--- config.mk ---
export PLATFORM = sky130hd
export DESIGN_NAME = four_pole_ladder_lowpass_core
export DESIGN_NICKNAME = d
export VERILOG_FILES = /design/src/design/fpl_pkg.sv /design/src/design/fpl_mul.sv /design/src/design/four_pole_ladder_lowpass_core.sv
export SDC_FILE = /design/constraint.sdc
export NUM_CORES = 2
export LEC_CHECK = 0
export BUFFER_PORTS_ARGS = -buffer_cell sky130_fd_sc_hd__buf_4
export CORE_MARGIN = 5
export CORE_UTILIZATION = 30
export CTS_BUF_LIST = sky130_fd_sc_hd__clkbuf_4 sky130_fd_sc_hd__clkbuf_8 sky130_fd_sc_hd__clkbuf_16
export DETAILED_ROUTE_END_ITERATION = 10
export SYNTH_ARGS = -nofsm -noshare
export SYNTH_HDL_FRONTEND = slang
export SYNTH_SLANG_ARGS = --single-unit
--- constraint.sdc ---
create_clock -name clk_i -period 9.29 [get_ports clk_i]
set_clock_uncertainty 0.1 [all_clocks]
set_input_delay 0.4645 -clock clk_i [delete_from_list [all_inputs] [get_ports clk_i]]
set_output_delay 0.4645 -clock clk_i [all_outputs]
set_load 0.1 [all_outputs]
--- src/design/fpl_pkg.sv ---
// Package: types and constants of the four-pole ladder low-pass filter
package fpl_pkg;

  localparam int unsigned SampleW = 16;
  localparam int unsigned ResW    = 15;
  localparam int unsigned AccW    = 32;
  localparam int unsigned ProdW   = 2 * AccW;

  localparam logic [AccW-1:0] CoefOffset = 32'h4000_0000;
  localparam logic [AccW-1:0] BlendQ31   = 32'h7df3_b644;
  localparam logic signed [AccW-1:0] ClipLimitPos = 32'sh0100_0000;
  localparam logic signed [AccW-1:0] ClipLimitNeg = -32'sh0100_0000;
  localparam logic [AccW-1:0] ClipValuePos = 32'h00ff_ffff;
  localparam logic [AccW-1:0] ClipValueNeg = 32'hff00_0001;

  localparam int unsigned AudioShift = 14;
  localparam int unsigned CoefShift  = 15;
  localparam int unsigned ResShift   = 16;
  localparam int unsigned FbShift    = 3;

  typedef logic [2:0] step_t;
  localparam step_t StepRes   = 3'd0;
  localparam step_t StepBlend = 3'd1;
  localparam step_t StepLast  = 3'd5;

  typedef enum logic [2:0] {
    ST_IDLE,
    ST_PREP,
    ST_MUL,
    ST_ACC,
    ST_DONE
  } fpl_state_e;

endpackage

--- src/design/fpl_mul.sv ---
// Shared signed 32x32 multiplier with registered product
module fpl_mul import fpl_pkg::*; (
  input  logic                    clk_i,
  input  logic signed [AccW-1:0]  a_i,
  input  logic signed [AccW-1:0]  b_i,
  output logic signed [ProdW-1:0] p_o
);

  logic signed [ProdW-1:0] p_q;

  always_ff @(posedge clk_i) begin
    p_q <= a_i * b_i;
  end

  assign p_o = p_q;

endmodule

--- src/design/four_pole_ladder_lowpass_core.sv ---
// Top level: four-pole ladder low-pass filter on one shared multiplier
//
//  port group  | dir | word
//  s_axis      | in  | audio_in [15:0], cutoff_control [31:16]
//  m_axis      | out | audio_out [15:0]
//  cfg         | in  | resonance_amount [14:0]
//
// Six products per sample on one registered multiplier, each in the steps
// operand (ST_PREP), multiply (ST_MUL) and accumulate (ST_ACC); a new sample
// is taken only in ST_IDLE, after ST_DONE has loaded the last result.
// The four stages rotate through one fixed slot, so each pole step is alike.
// rst_ni clears the stages, the resonance and the handshake state.
// A waiting result does not block the next sample; the next result waits in ST_DONE.
module four_pole_ladder_lowpass_core import fpl_pkg::*; (
  input  logic                 clk_i,
  input  logic                 rst_ni,
  input  logic                 s_axis_tvalid,
  output logic                 s_axis_tready,
  input  logic [31:0]          s_axis_tdata,   // audio_in, cutoff_control
  output logic                 m_axis_tvalid,
  input  logic                 m_axis_tready,
  output logic [15:0]          m_axis_tdata,   // audio_out
  input  logic                 cfg_valid_i,
  output logic                 cfg_ready_o,
  input  logic [ResW-1:0]      cfg_data_i
);

  fpl_state_e state_q, state_d;
  step_t      step_q, step_d;

  logic [ResW-1:0] res_q;
  logic [AccW-1:0] v_q, v_d;
  logic [AccW-1:0] coef_q, coef_d;
  logic [AccW-1:0] stg_q [4];
  logic [AccW-1:0] stg_d [4];
  logic [AccW-1:0] op_a_q, op_a_d, op_b_q, op_b_d;
  logic            out_valid_q, out_valid_d;
  logic [SampleW-1:0] out_data_q, out_data_d;

  logic signed [ProdW-1:0] prod;
  logic [AccW-1:0] clipped;
  logic [AccW-1:0] new_stage;
  logic [AccW-1:0] x_ext, c_ext;

  fpl_mul u_mul (
    .clk_i (clk_i),
    .a_i   (op_a_q),
    .b_i   (op_b_q),
    .p_o   (prod)
  );

  assign s_axis_tready = (state_q == ST_IDLE);
  assign m_axis_tvalid = out_valid_q;
  assign m_axis_tdata  = out_data_q;
  assign cfg_ready_o   = 1'b1;

  assign x_ext = {{(AccW-SampleW){s_axis_tdata[SampleW-1]}}, s_axis_tdata[SampleW-1:0]};
  assign c_ext = {{(AccW-SampleW){s_axis_tdata[2*SampleW-1]}},
                  s_axis_tdata[2*SampleW-1:SampleW]};

  always_comb begin
    priority if ($signed(v_q) >= ClipLimitPos) begin
      clipped = ClipValuePos;
    end else if ($signed(v_q) <= ClipLimitNeg) begin
      clipped = ClipValueNeg;
    end else begin
      clipped = v_q;
    end
  end

  assign new_stage = stg_q[0] + prod[ProdW-1:AccW];

  always_comb begin
    state_d     = state_q;
    step_d      = step_q;
    v_d         = v_q;
    coef_d      = coef_q;
    stg_d       = stg_q;
    op_a_d      = op_a_q;
    op_b_d      = op_b_q;
    out_valid_d = out_valid_q;
    out_data_d  = out_data_q;

    if (out_valid_q && m_axis_tready) begin
      out_valid_d = 1'b0;
    end

    unique case (state_q)
      ST_IDLE: begin
        if (s_axis_tvalid) begin
          v_d     = x_ext << AudioShift;
          coef_d  = (c_ext << CoefShift) + CoefOffset;
          step_d  = StepRes;
          state_d = ST_PREP;
        end
      end
      ST_PREP: begin
        priority if (step_q == StepRes) begin
          op_a_d = stg_q[3] - v_q;
          op_b_d = {{(AccW-ResW-ResShift){1'b0}}, res_q, {ResShift{1'b0}}};
        end else if (step_q == StepBlend) begin
          op_a_d = clipped - v_q;
          op_b_d = BlendQ31;
        end else begin
          op_a_d = v_q - stg_q[0];
          op_b_d = coef_q;
        end
        state_d = ST_MUL;
      end
      ST_MUL: begin
        state_d = ST_ACC;
      end
      ST_ACC: begin
        priority if (step_q == StepRes) begin
          v_d = v_q - (prod[ProdW-1:AccW] << FbShift);
        end else if (step_q == StepBlend) begin
          v_d = v_q + prod[ProdW-2:AccW-1];
        end else begin
          v_d      = new_stage;
          stg_d[0] = stg_q[1];
          stg_d[1] = stg_q[2];
          stg_d[2] = stg_q[3];
          stg_d[3] = new_stage;
        end
        if (step_q == StepLast) begin
          state_d = ST_DONE;
        end else begin
          step_d  = step_q + step_t'(1);
          state_d = ST_PREP;
        end
      end
      ST_DONE: begin
        if (!out_valid_q || m_axis_tready) begin
          out_valid_d = 1'b1;
          out_data_d  = stg_q[3][AudioShift+SampleW-1:AudioShift];
          state_d     = ST_IDLE;
        end
      end
      default: begin
        state_d = ST_IDLE;
      end
    endcase
  end

  always_ff @(posedge clk_i or negedge rst_ni) begin
    if (!rst_ni) begin
      state_q     <= ST_IDLE;
      step_q      <= StepRes;
      res_q       <= '0;
      out_valid_q <= 1'b0;
      for (int i = 0; i < 4; i++) begin
        stg_q[i] <= '0;
      end
    end else begin
      state_q     <= state_d;
      step_q      <= step_d;
      out_valid_q <= out_valid_d;
      stg_q       <= stg_d;
      if (cfg_valid_i && cfg_ready_o) begin
        res_q <= cfg_data_i;
      end
    end
  end

  always_ff @(posedge clk_i) begin
    v_q        <= v_d;
    coef_q     <= coef_d;
    op_a_q     <= op_a_d;
    op_b_q     <= op_b_d;
    out_data_q <= out_data_d;
  end

endmodule

==> flow_summary.toml <==
[floorplanning]
die_w_um = 403.6
start_util_pct = 30.17
die-area_um2 = 162900
die_y_um = 403.6
core_area_um2 = 154000
pin_count = 71
rows = 144

[clocking]
postCtsHoldBufs = 16
postCtsResizedCells = 0
post_cts_buffers = 0
clock_latency_ps = 580
cts_sinks = 296
clk_pin_slew_ps = 70
cts_htree_levels = 2
cts_buffers = 37
cts-root-buf = "clkbuf_16"
cts.path.max_buffers = 3
cts_tree = "done"

[setup_path]
slowest_delay_ps = 930
cpLargestDelayFamily = "adder cells"
criticalPathCategory = "reg -> reg"
cp_max_fo = 26
rr_worst_depth = 25
cp-end-kind = "flop"
cpMostUsedCell = "fa_1"
setup.worst_path.start_class = "flop"
reg2reg_slack_ps = 990
worst-path-buf-inv = 5
cp.depth = 25
cpMaxStageDelayCell = "edfxtp_1"
cp_data_required_time_ps = 9650
regToRegEndpoint = "u_mul.p_o[57]"
r2r-start = "op_b_q[13]"
cp.arrival_ps = 8650

[global_route]
antenna_found_initial = 5
track_usage_pct = 16.98
gr-total-overflow = 0
first_global_vias = 36790
grt_max_degree = 95
grt_pass1_wl_um = 217200

[sta]
final-hold-violation-count = 0
post-route-min-period_ps = 8295
slew_violations = 0
min_period_over_period_pct = 89.29
setup_tns_ps = 0
rsz0062_at_grt = "false"
setup_viol = 0
worst_pin_slew_ps = 1146
maxSlewHeadroom_pct = 23.31
max_clock_freq_mhz = 120.6

[route]
drtPass1Iterations = 8
wl_met2_um = 61220
routed.top_layer = "met5"
drcViolationCount = 0
ant_nets = 0
totalWireLength_um = 138100
num_vias = 35360
dr.first_iter.drc_count = 2659
wl_met3_um = 9903
avgViaCountPerCell = 4.961
wl_met1_um = 63740
wl_per_cell_um = 19.38

[synth]
synth_edf_count = 113
ys_seq_area_share_pct = 16.80
netlist_area_um2 = 46470
synth_top_family_by_area = "adder cells"
synth.area.mux_share_pct = 0.6031
synth_xor_area_share_pct = 3.675
synth_fp_nets = 6314
synth_fa_ha_area_share_pct = 43.78
yosys.cell_types.count = 90
ys_ff_latch = 296
synthFlopType = "dfrtp_1"
yosys.area_share.simple_pct = 14.02
synth_compound_area_share_pct = 11.91
yosysWarnings = 0
synthArstFlopShare_pct = 50.68
syn_area_per_cell_um2 = 9.195
syn_inst = 5054

[finish]
drive_gt1_share_pct = 5.017
fillers = 15910
area_delta_synth_final_pct = 9.256
layout_common_cells = "inv_1 (952), fa_1 (697), nand2_1 (621), ha_1 (511), and2_1 (345)"
antenna_cells = 0
nets = 6316
final_common_cell = "inv_1"

[flow_run]
maxCapViolCount = 0

[worst_hold_path]
min_path_cells = 2
worstHoldPathType = "in -> reg"
whs_endpoint = "res_q[7]"
hold_path.startpoint = "cfg_data_i[7]"

[placement]
gp_congestion = 0.9273
post-dp-hpwl_um = 112800
portBuffers = 69

[run_status]
status = "complete, no violations"
[layer usage]
layer / up-vias / GRT usage, %
li1: 16200 / -
met1: 17850 / 24.81
met2: 1148 / 26.61
met3: 155 / 2.570
met4: 4 / 3.754
met5: - / 0
[worst max-delay path by stage]
stage          slack, ps       endpoint  startpoint
6_report             990  u_mul.p_o[57]  op_b_q[13]
5_1_grt              520  u_mul.p_o[57]  op_b_q[13]
4_1_cts             1010  u_mul.p_o[57]  op_b_q[13]
3_5_place_dp        1050  u_mul.p_o[57]  op_b_q[17]
3_3_place_gp        1150  u_mul.p_o[57]  op_b_q[13]
2_1_floorplan       1960  u_mul.p_o[63]  op_a_q[31]
[logic make-up (layout without fill, tap and decap cells)]
logic type	Yosys count	in the layout
adders and majority gates	1208	1208
DFF	296	296
xor gates and xnor gates	195	195
AOI/OAI and AO/OA	834	834
other	1	1
and+or+nand+nor	1357	1357
buffers and inverters	1137	1166
muxes	26	26
[layout make-up]
class	instances	area (um^2)	share of cell area (%)
clock buffers	56	1170	2.304
clock inverters	10	73.82	0.1454
inverters	953	3577	7.045
multi-input cells	3621	34440	67.83
flip-flops and latches	296	7807	15.38
well taps	2044	2557	5.037
repair buffers	147	1147	2.260
[registers in the layout, indices dropped and copies added, names as in the netlist]
name	cells
stg_q	128
u_mul.p_o	33
op_a_q	32
v_q	32
op_b_q	17
coef_q	16
m_axis_tdata	16
res_q	15
state_q	3
step_q	3
m_axis_tvalid	1
[per-stage QoR]
step	hold WS (ps)	utilization, %	setup WS [ps]	cell area [um^2]	instances
finish	34.17	32.96	994.7	50770	7127
CTS	7.198	32.96	1007	50770	7127
global placement	344.6	32.05	1147	49370	7045
global route	28.03	32.96	515.3	50770	7127
detailed placement	348.5	32.05	1049	49370	7045
floorplan	68.91	-	1958	46470	5054
[synthesized netlist by cell type (all sizes together) (8+ instances only)]
master / instances / area share [%]
mux2i: 10 / 0.22
nand3: 46 / 0.51
edfxtp: 113 / 7.3
o21ai: 166 / 1.8
nor2: 142 / 1.1
ha: 511 / 14
dfxtp: 33 / 1.4
nand2: 622 / 5.0
xor2: 74 / 1.4
a31oi: 25 / 0.35
and3: 17 / 0.23
xnor2: 121 / 2.3
nor3: 48 / 0.52
a211o: 14 / 0.26
nand2b: 28 / 0.38
o21bai: 28 / 0.45
a21oi: 220 / 2.4
o22a: 14 / 0.26
fa: 697 / 30
a221oi: 16 / 0.41
o211ai: 27 / 0.45
nor2b: 27 / 0.36
o22ai: 12 / 0.16
nor4: 14 / 0.19
o31a: 10 / 0.19
buf: 15 / 0.14
dfrtp: 150 / 8.1
nand4: 28 / 0.38
a211oi: 40 / 0.66
a22oi: 8 / 0.13
mux2: 16 / 0.39
o31ai: 16 / 0.29
o21a: 34 / 0.55
inv: 953 / 7.7
or3: 8 / 0.11
a21o: 139 / 2.2
and2: 345 / 4.6
clkbuf: 169 / 1.4
Power is not shown: default switching activity piles up to over one toggle a cycle in this logic, so the estimate is an artifact.
